## config.mk

```make
export PLATFORM = sky130hd
export DESIGN_NAME = div128_step
export DESIGN_NICKNAME = d
export VERILOG_FILES = /design/src/rtl/div128_pkg.sv /design/src/rtl/div128_step.sv
export SDC_FILE = /design/constraint.sdc
export NUM_CORES = 1
export LEC_CHECK = 0
export BUFFER_PORTS_ARGS = -buffer_cell sky130_fd_sc_hd__buf_2
export CAP_MARGIN = 10
export CORE_AREA = 4 4 301 303
export CTS_CLUSTER_SIZE = 8
export DETAILED_ROUTE_END_ITERATION = 7
export DIE_AREA = 0 0 305 307
export MAX_ROUTING_LAYER = met4
export PLACE_DENSITY = 0.46
export REMOVE_ABC_BUFFERS = 1
export SLEW_MARGIN = 20
export SYNTH_ARGS = -nofsm -noshare
export SYNTH_HDL_FRONTEND = slang
export SYNTH_SLANG_ARGS = --single-unit
export TNS_END_PERCENT = 5
```

## constraint.sdc

```tcl
create_clock -name clk -period 5.65 [get_ports clk]
set_clock_uncertainty 0.2 [all_clocks]
set_input_delay 1.13 -clock clk [delete_from_list [all_inputs] [get_ports clk]]
set_output_delay 1.13 -clock clk [all_outputs]
set_load 0.01 [all_outputs]
```

## src/rtl/div128_pkg.sv

```systemverilog
// shared constants, operation codes and the pipeline stage payload type
// for the 128-bit divider; no dependencies
package div128_pkg;

  localparam int OPERAND_BITS = 128;
  localparam int FULL_BITS    = 128;
  localparam int HALF_BITS    = 64;

  localparam logic [1:0] ACT_UDIV = 2'd0;
  localparam logic [1:0] ACT_SDIV = 2'd1;
  localparam logic [1:0] ACT_UREM = 2'd2;
  localparam logic [1:0] ACT_SREM = 2'd3;

  // payload carried down the division pipeline
  typedef struct packed {
    logic                    neg_q;   // negate quotient at the end
    logic                    neg_r;   // negate remainder at the end
    logic                    is_rem;  // deliver remainder instead of quotient
    logic                    zero;    // divisor was zero
    logic [OPERAND_BITS-1:0] rem;     // partial remainder
    logic [OPERAND_BITS-1:0] aq;      // dividend bits out on top, quotient bits in below
    logic [OPERAND_BITS-1:0] dvs;     // divisor magnitude
  } stage_t;

endpackage

```

## src/rtl/div128_step.sv

```systemverilog
// one restoring shift-and-subtract step with its pipeline register
// depends on div128_pkg
module div128_step (
  input  logic               clk,
  input  logic               rst_n,
  input  logic               adv,
  input  logic               vld_i,
  input  div128_pkg::stage_t stg_i,
  output logic               vld_o,
  output div128_pkg::stage_t stg_o
);

  localparam int W = div128_pkg::OPERAND_BITS;

  logic                vld_r;
  div128_pkg::stage_t  stg_r;
  div128_pkg::stage_t  stg_nxt;
  logic [W-1:0]        shifted;
  logic [W:0]          diff;
  logic                ge;

  always_comb begin
    // remainder shifts left, taking the next dividend bit; width stays W
    shifted = {stg_i.rem[W-2:0], stg_i.aq[W-1]};
    diff    = {1'b0, shifted} - {1'b0, stg_i.dvs};
    ge      = !diff[W];
    stg_nxt     = stg_i;
    stg_nxt.rem = ge ? diff[W-1:0] : shifted;
    stg_nxt.aq  = {stg_i.aq[W-2:0], ge};
  end

  always_ff @(posedge clk) begin
    if (!rst_n) begin
      vld_r <= 1'b0;
    end else if (adv) begin
      vld_r <= vld_i;
    end
  end

  always_ff @(posedge clk) begin
    if (adv) begin
      stg_r <= stg_nxt;
    end
  end

  assign vld_o = vld_r;
  assign stg_o = stg_r;

endmodule

```

======== After elaboration in Yosys (flattened, before gate mapping) ========
Cells that the tools add are included.
word-level totals
  word-level logic and storage cells ...... 11
  input bits .............................. 392
  output and inout bits ................... 389
  flip-flop bits (word level) ............. 389
operators by class
  add/sub/neg operators ................... 1
  reduce and logical (&&, ||, !) cells .... 1
  mux-type cells .......................... 1
operators by type and width
  operator                         number
  subtractor 128 x 128 -> 129 bit  1
  two-way mux 128 bit              1
  logical NOT 1 bit                1

======== Longest topological paths before layout ========
Gate-level depths: netlist of run 1.
  depth after elaboration ................. 2
  mapped depth ............................ 19
  depth with buffers taken out ............ 17

======== Worst setup path after synthesis of run 1 ========
OpenSTA, ideal clock, no wires.
  path type ............................... input to register
  start ................................... input port stg_i[255] (netlist name)
  end ..................................... register stg_r, in the netlist stg_o[382] (data pin)
  buffers on the path ..................... 0
  setup time .............................. 266 ps
  arrival ................................. 4207 ps
  data required time ...................... 5184 ps
  path slack .............................. 977 ps
  stages on the path ...................... 16
  cell sequence ........................... inv_1 -> ha_1 -> fa_1 -> nor2b_1 -> o2111ai_1 -> a31oi_2 -> a21oi_1 -> o31ai_1 -> a31o_2 -> a21o_1 -> a31oi_1 -> o31ai_1 -> a21bo_1 -> a221oi_1 -> xnor2_1 -> o21ai_1
RTL lines
  item                  RTL line           source
  from (decl)           div128_step.sv:8   input div128_pkg::stage_t stg_i,
  to (signal assigned)  div128_step.sv:42  stg_r <= stg_nxt;
  to (decl)             div128_step.sv:16  div128_pkg::stage_t stg_r;

==> impl_metrics.env, run 1 <==
export IMPL_drv_slew=0
export IMPL_pwr_density_cell_mw_per_mm2=306
export IMPL_drt_initial_drc_count=1568
export IMPL_cts_buffer_depth=3
export IMPL_portBuffers=779
export IMPL_use_met1_pct=22.3
export IMPL_place_congestion=0.899
export IMPL_viasPerCell=4.64
export IMPL_drv_cap=0
export IMPL_grt_pass1_vias=18725
export IMPL_ctsResizeCount=0
export IMPL_grt_busiest_layer="met2"
export IMPL_clk_pin_slew_ns=0.05
export IMPL_syn_area_per_cell_um2=10.4
export IMPL_finalSetupViolCount=0
export IMPL_cp_arrival_ns=5.14
export IMPL_dieArea_mm2=0.0936
export IMPL_nets=3432
export IMPL_critPathLaunchType="primary input"
export IMPL_synth_edf_count=388
export IMPL_status="completed"
export IMPL_grt_ovfl_total=0
export IMPL_synth_area_mm2=0.0217
export IMPL_die_h_um=307
export IMPL_postSynthCellCount=2089
export IMPL_synthArstFlopShare_pct=0
export IMPL_layout_drive_gt1_share_pct=32.3
export IMPL_track_usage_pct=18.2
export IMPL_yosys_most_used_dff="edfxtp_1"
export IMPL_vdd_ir_drop_max_v=0.000246
export IMPL_cts_tree="yes"
export IMPL_drtAntennaViolNets=0
export IMPL_fin_setup_tns_ns=0
export IMPL_root_buffer="clkbuf_16"
export IMPL_numCtsBuffers=56
export IMPL_fill_cells=9216
export IMPL_final_common_cell="buf_2"
export IMPL_timing_final_hold_violations=0
export IMPL_insertion_delay_ns=0.64
export IMPL_path_max_fanout=4
export IMPL_endpoint_kind="flip-flop"
export IMPL_finalCritPeriodShare_pct=88.2
export IMPL_cp_data_required_time_ns=5.81
export IMPL_seq_area_frac_synth_pct=53.7
export IMPL_h_tree_depth=2
export IMPL_use_met3_pct=5.25
export IMPL_floorplan_initialDensity_pct=24.7
export IMPL_drc=0
export IMPL_dp_hpwl_mm=72.1
export IMPL_dr_total_vias=19066
export IMPL_ios=781
export IMPL_grt_max_degree=105
export IMPL_cts_setup_buffers=0
export IMPL_critPathKind="primary input to flip-flop"
export IMPL_period_needed_ns=4.98
export IMPL_wirelength_mm=87.4
export IMPL_leakage_nw=12.6
export IMPL_yosysUniqueCellTypes=67
export IMPL_area_delta_synth_final_pct=33.4
export IMPL_final_util_pct=33.0
export IMPL_rsz0062_at_grt="no"
export IMPL_relSlewSlack_pct=36.9
export IMPL_grtUsageMet2_pct=29.8
export IMPL_row_count=109
export IMPL_synth_seq_cells=389
export IMPL_final_cell_mix="buf_2 (778), edfxtp_1 (388), a21oi_1 (301), nor2_1 (210), inv_1 (162)"
export IMPL_cts_sinks=389
export IMPL_yosysWarnings=0
export IMPL_timing_fmax_ghz=0.201
export IMPL_die_x_um=305
export IMPL_worst_slew_pin_slew_ns=0.947
export IMPL_grt_pass1_wl_mm=124
export IMPL_antenna_found_initial=24
export IMPL_core_area_mm2=0.0880
export IMPL_wl_per_cell_um=21.3
export IMPL_min_delay_path_class="flip-flop to flip-flop"
export IMPL_cts_hold_buf=0
export IMPL_drtPass1Iterations=5
-- flip-flops by register name (all words and copies together), names as in the netlist --
register	cells
stg_o	388
vld_o	1
-- metal layers --
layer | wire length (µm) | up-vias | part of all wire [%]
li1 | - | 9270 | -
met1 | 36100 | 8971 | 41
met2 | 42000 | 738 | 48
met3 | 7560 | 87 | 8.6
met4 | 1750 | 0 | 2.0
met5 | 0 | - | 0
-- per-stage QoR --
stage	worst slack, ns	area, µm²	std cells	total power, mW	hold slack, ns
finish	0.669	29000	4113	8.86	0.327
CTS	0.775	28900	4095	9.00	0.329
detailed placement	0.102	27400	4018	5.87	0.315
global route	0.504	29000	4112	9.33	0.386
floorplan	-1.18	21400	1997	4.82	0.338
global placement	0.133	27400	4018	5.87	0.307
-- logic make-up after synthesis --
family | Yosys count | synth area share (%)
muxes | 1 | 0.0461
xor gates and xnor gates | 124 | 5.00
adders and majority gates | 129 | 7.46
DFF | 389 | 53.7
AOI/OAI and AO/OA | 647 | 17.9
and+or+nand+nor | 544 | 11.4
buffers and inverters | 255 | 4.53
-- critical path, stage by stage --
cell,delay (ns)
buf_2,0.15
inv_1,0.12
ha_1,0.33
a21oi_1,0.26
o21ai_0,0.22
a221oi_2,0.28
o21ai_0,0.24
a221o_1,0.45
or3_1,0.32
o21a_1,0.26
a21boi_2,0.39
o21a_1,0.28
o21ai_0,0.11
buf_4,0.18
a21oi_1,0.16
xor2_1,0.16
a21oi_1,0.08
-- final timing paths --
path,start,endpoint,slack [ns],cells past startpoint
max,stg_i[44],stg_o[373],0.67,17
min,vld_o,vld_o,0.33,2
max reg2reg,vld_o,vld_o,4.85,2
min reg2reg,vld_o,vld_o,0.33,2
-- layout make-up --
cell class,instances,area (µm²),share of cell area (%)
sequential,389,11700,40.3
multi-input combinational,1445,9070,31.3
timing repair buffer,856,4590,15.8
tap,1165,1460,5.03
clock buffer,69,1450,5.00
inverter,163,617,2.13
clock inverter,8,88.8,0.306
antenna,18,45.0,0.155
-- cells in the mapped netlist, drive strengths merged, types with 8 or more instances --
cell type,count,share of area [%]
a21o,67,2.3
a21oi,304,7.1
clkbuf,70,1.2
inv,163,2.8
o21a,18,0.62
o31ai,11,0.40
xor2,47,1.9
nand3,18,0.41
nor3,19,0.44
nand2,148,2.6
or2,8,0.23
nor2b,21,0.60
o21ai,135,3.1
nand4,65,1.9
a21boi,11,0.40
buf,22,0.51
o21bai,33,1.2
xnor2,77,3.1
ha,128,7.4
nor2,210,3.6
nand2b,24,0.69
edfxtp,388,54
or3,8,0.23
a31oi,16,0.49
-- power breakdown --
part	leakage (nW)	internal [mW]	total, mW	switching [mW]
clock	0.749	1.78	3.05	1.27
sequential	3.81	3.54	3.61	0.0722
combinational	8.06	0.843	2.20	1.36
(Power assumes the default switching activity.)
==> run 2, diff against run 1 <==
Settings changed: RECOVER_POWER set to 50.
==> run 2 against run 1 <==
  * The run now ends with max-capacitance violations, max-slew violations left
  * Die area did not move
  * Combinational power about the same
  * Total power shrank 0.12%
  * Critical path depth did not move
  * Hold slack hardly changed
  * Setup slack got worse by 0.14 ns
  * Final cell count about the same
  * Clock-buffer cell count unchanged
  * First-iteration DRC count decreased by 5.1%
  * Largest cell class unchanged
==> impl_metrics.env, run 2 (synthesized netlist as in run 1, its figures left out) <==
export IMPL_timing_final_hold_violations=0
export IMPL_critPathKind="primary input to flip-flop"
export IMPL_placed_cell_area_mm2=0.0274
export IMPL_grt_ovfl_total=0
export IMPL_track_usage_pct=18.2
export IMPL_leakage_nw=12.3
export IMPL_drtPass1Iterations=6
export IMPL_wl_per_cell_um=21.3
export IMPL_multiInputGateArea_mm2=0.00907
export IMPL_h_tree_depth=2
export IMPL_cp_cell_sequence="clkbuf_1, inv_1, ha_1, a21oi_1, o21ai_0, a221oi_2, o21ai_0, a221o_1, or3_1, o21a_1, a21boi_2, o21a_1, o21ai_0, buf_4, a21oi_1, xor2_1, a21oi_1"
export IMPL_path_max_fanout=4
export IMPL_status="finished, violations left"
export IMPL_grt_pass1_vias=18725
export IMPL_violations="max-capacitance violations, max-slew violations"
export IMPL_place_congestion=0.899
export IMPL_clk_pin_slew_ns=0.05
export IMPL_drv_slew=250
export IMPL_period_needed_ns=5.12
export IMPL_dieArea_mm2=0.0936
export IMPL_layout_drive_gt1_share_pct=28.3
export IMPL_viasPerCell=4.64
export IMPL_antenna_found_initial=22
export IMPL_die_x_um=305
export IMPL_numCtsBuffers=56
export IMPL_pwr_density_cell_mw_per_mm2=308
export IMPL_regArea_mm2=0.0117
export IMPL_grt_max_degree=105
export IMPL_wl_met2_mm=42.1
export IMPL_cts_buffer_depth=3
export IMPL_wl_met1_mm=36.4
export IMPL_cp_num_buf_inv=3
export IMPL_cp_arrival_ns=5.27
export IMPL_cts_setup_buffers=0
export IMPL_drv_cap=4
export IMPL_finalCritPeriodShare_pct=90.6
export IMPL_drc=0
export IMPL_route_met3_wl_mm=7.33
export IMPL_path_delay_family="compound AO/OA/AOI/OAI gates"
export IMPL_largest_register_ffs=388
export IMPL_drtAntennaViolNets=0
export IMPL_timing_fmax_ghz=0.195
export IMPL_grt_pass1_wl_mm=124
export IMPL_dr_total_vias=19069
export IMPL_final_cell_mix="buf_2 (666), edfxtp_1 (388), a21oi_1 (301), nor2_1 (210), inv_1 (162)"
export IMPL_cts_tree="yes"
export IMPL_area_delta_synth_final_pct=32.5
export IMPL_finalSetupViolCount=0
export IMPL_design_area_mm2=0.0288
export IMPL_row_count=109
export IMPL_dp_hpwl_mm=72.1
export IMPL_regToRegSetupSlack_ns=4.81
export IMPL_ctsResizeCount=0
export IMPL_wirelength_mm=87.5
export IMPL_relSlewSlack_pct=-98.9
export IMPL_drt_initial_drc_count=1488
export IMPL_cts_sinks=389
export IMPL_core_area_mm2=0.0880
export IMPL_endpoint_kind="flip-flop"
export IMPL_rsz0062_at_grt="no"
export IMPL_root_buffer="clkbuf_16"
export IMPL_portBuffers=779
export IMPL_nets=3432
export IMPL_fill_cells=9259
export IMPL_critPathLaunchType="primary input"
export IMPL_slowest_delay_ns=0.45
export IMPL_min_delay_path_class="flip-flop to flip-flop"
export IMPL_ios=781
export IMPL_vdd_ir_drop_max_v=0.000245
export IMPL_critPathSlowestCell="a221o_1"
export IMPL_final_common_cell="buf_2"
export IMPL_floorplan_initialDensity_pct=24.7
export IMPL_worst_slew_pin_slew_ns=2.98
export IMPL_insertion_delay_ns=0.64
export IMPL_top_layer_used="met4"
export IMPL_cts_hold_buf=0
export IMPL_final_util_pct=32.7
export IMPL_cp_data_required_time_ns=5.81
export IMPL_die_h_um=307
[run 2: through the flow]
stage | power, mW | setup WS [ns] | TNS (ns) | hold WS [ns] | instances
finish | 8.85 | 0.533 | 0 | 0.327 | 4114
global route | 9.33 | 0.313 | 0 | 0.386 | 4112
CTS | 9.00 | 0.775 | 0 | 0.329 | 4095
detailed placement | 5.87 | 0.102 | 0 | 0.315 | 4018
global placement | 5.87 | 0.133 | 0 | 0.307 | 4018
floorplan | 4.82 | -1.18 | -116.95 | 0.338 | 1997
[run 2: worst paths after layout]
kind,from,endpoint,cells after the start
hold / removal,vld_o,vld_o,2
setup reg to reg,vld_o,vld_o,2
hold reg to reg,vld_o,vld_o,2
setup / recovery,stg_i[44],stg_o[373],17
[run 2: power breakdown]
part	total [mW]	internal (mW)	switching, mW
clock network	3.05	1.78	1.27
logic	2.19	0.827	1.36
registers	3.62	3.54	0.0722
[run 2: layout make-up]
| cell class | instances | area share [%] |
|---|---|---|
| sequential | 389 | 40.5 |
| multi-input combinational | 1445 | 31.5 |
| timing repair buffer | 856 | 15.2 |
| tap | 1165 | 5.06 |
| clock buffer | 69 | 5.04 |
| inverter | 163 | 2.14 |
| clock inverter | 8 | 0.309 |
| antenna | 19 | 0.165 |
[run 2: metal layers]
layer | track usage (%) | up-vias
li1 | - | 9269
met1 | 22.3 | 9003
met2 | 29.8 | 710
met3 | 5.25 | 87
met4 | 4.69 | 0
met5 | - | -
[run 2: tightest hold or removal path: stages (launching register included)]
cell and delay, ns:
dfxtp_1 0.33, mux2i_1 0.07, nor2b_1 0.10
==> run 3, diff against run 2 <==
Settings changed: CAP_MARGIN 10 to 20, SLEW_MARGIN 20 to unset.
Clock period 5.65 ns to 5.4 ns, I/O delays scaled along.
==> run 3 against run 2 <==
  * The flow still finishes with violations (max-capacitance violations, max-slew violations)
  * Non-clock buffer count increased by 44
  * Via count is 0.78% higher
  * Clock power up 5%
  * Core utilization grew 0.42 points
  * Hold slack gained 0.0047 ns
  * Critical path type unchanged
  * Critical endpoint unchanged
  * Largest cell class unchanged
  * Highest routed layer unchanged
==> impl_metrics.env, run 3 (synthesized netlist as in run 1, its figures left out) <==
export IMPL_status="finished, violations left"
export IMPL_violations="max-capacitance violations, max-slew violations"
export IMPL_antenna_found_initial=22
export IMPL_finalCritPeriodShare_pct=93.6
export IMPL_rsz0062_at_grt="no"
export IMPL_use_met3_pct=5.14
export IMPL_die_x_um=305
export IMPL_placed_cells=4062
export IMPL_finalWorstSetupSlack_ns=0.345
export IMPL_portBuffers=779
export IMPL_period_needed_ns=5.06
export IMPL_floorplan_initialDensity_pct=24.7
export IMPL_insertion_delay_ns=0.62
export IMPL_drtPass1Iterations=7
export IMPL_critPathLaunchType="primary input"
export IMPL_drt_initial_drc_count=1468
export IMPL_cts_hold_buf=0
export IMPL_grt_pass1_vias=19284
export IMPL_drc=0
export IMPL_grt_pass1_wl_mm=126
export IMPL_reg2regPathDepth=2
export IMPL_final_common_cell="buf_2"
export IMPL_pwr_density_cell_mw_per_mm2=319
export IMPL_ios=781
export IMPL_grtUsageMet2_pct=30.5
export IMPL_worst_slew_pin_slew_ns=4.03
export IMPL_area_delta_synth_final_pct=34.2
export IMPL_fill_cells=9245
export IMPL_regToRegSetupSlack_ns=4.61
export IMPL_drtAntennaViolNets=0
export IMPL_grt_max_degree=97
export IMPL_die_h_um=307
export IMPL_min_delay_path_class="flip-flop to flip-flop"
export IMPL_holdWs_ns=0.331
export IMPL_drv_slew=59
export IMPL_timing_final_hold_violations=0
export IMPL_min_path_cells=2
export IMPL_grt_ovfl_total=0
export IMPL_largest_register_ffs=388
export IMPL_wirelength_mm=88.0
export IMPL_dieArea_mm2=0.0936
export IMPL_vdd_ir_drop_max_v=0.000218
export IMPL_path_max_fanout=4
export IMPL_viasPerCell=4.63
export IMPL_layout_drive_gt1_share_pct=29.7
export IMPL_numCtsBuffers=56
export IMPL_placed_cell_area_mm2=0.0277
export IMPL_finalPower_mw=9.31
export IMPL_ctsResizeCount=0
export IMPL_place_congestion=0.890
export IMPL_critPathKind="primary input to flip-flop"
export IMPL_endpoint_kind="flip-flop"
export IMPL_cp_arrival_ns=5.21
export IMPL_drv_cap=1
export IMPL_pre_cts_ws_ns=-0.107
export IMPL_track_usage_pct=18.4
export IMPL_cts_tree="yes"
export IMPL_leakage_nw=12.5
export IMPL_core_area_mm2=0.0880
export IMPL_row_count=109
export IMPL_cts_buffer_depth=3
export IMPL_finalSetupViolCount=0
export IMPL_wl_per_cell_um=21.2
export IMPL_timing_fmax_ghz=0.198
export IMPL_nets=3476
export IMPL_relSlewSlack_pct=-168
export IMPL_clk_pin_slew_ns=0.05
export IMPL_cts_sinks=389
export IMPL_dr_total_vias=19218
export IMPL_final_cell_mix="buf_2 (671), edfxtp_1 (388), a21oi_1 (301), nor2_1 (210), inv_1 (162)"
export IMPL_h_tree_depth=2
export IMPL_root_buffer="clkbuf_16"
export IMPL_design_area_mm2=0.0292
export IMPL_cp_data_required_time_ns=5.56
export IMPL_grt_busiest_layer="met2"
export IMPL_dp_hpwl_mm=73.1
export IMPL_fin_cells=4148
export IMPL_use_met1_pct=22.4
export IMPL_cts_setup_buffers=0
[run 3: worst paths after layout]
| kind | startpoint | to |
|---|---|---|
| max | stg_i[44] | stg_o[373] |
| min | vld_o | vld_o |
| max reg2reg | vld_o | vld_o |
| min reg2reg | vld_o | vld_o |
[run 3: cell type report]
class,instances,area (µm²),area share [%]
sequential,389,11700,40.0
multi-input combinational,1445,9070,31.1
timing repair buffer,900,4770,16.4
tap,1165,1460,5.00
clock buffer,58,1410,4.83
inverter,163,617,2.12
clock inverter,10,116,0.399
antenna,18,45.0,0.154
[run 3: power breakdown]
group          internal [mW]  total [mW]  leakage, nW  switching, mW
Sequential              3.70        3.78         3.81         0.0778
Clock                   1.87        3.19        0.744           1.31
Combinational          0.907        2.34         7.97           1.43
Total                   6.49        9.31         12.5           2.82
[run 3: metrics by stage]
step                      utilization, %  setup TNS, ns
after floorplan                        -        -137.95
after global placement              31.5          -2.19
after detailed placement            31.5          -2.11
after CTS                           33.3              0
after global routing                33.1              0
final                               33.1              0
[run 3: metal layers]
layer	routed length, µm	part of all wire, %	vias up
li1	-	-	9349
met1	36900	42	9076
met2	42500	48	713
met3	7240	8.2	80
met4	1390	1.6	0
met5	0	0	-
[run 3: critical path, stage by stage]
cell      delay [ns]
clkbuf_1        0.23
inv_1           0.14
ha_1            0.36
a21oi_1         0.34
o21ai_0         0.22
a221oi_2        0.27
o21ai_0         0.20
a221o_1         0.42
or3_1           0.32
o21a_1          0.26
a21boi_2        0.35
o21a_1          0.28
o21ai_0         0.13
buf_4           0.18
a21oi_1         0.16
xor2_1          0.16
a21oi_1         0.08
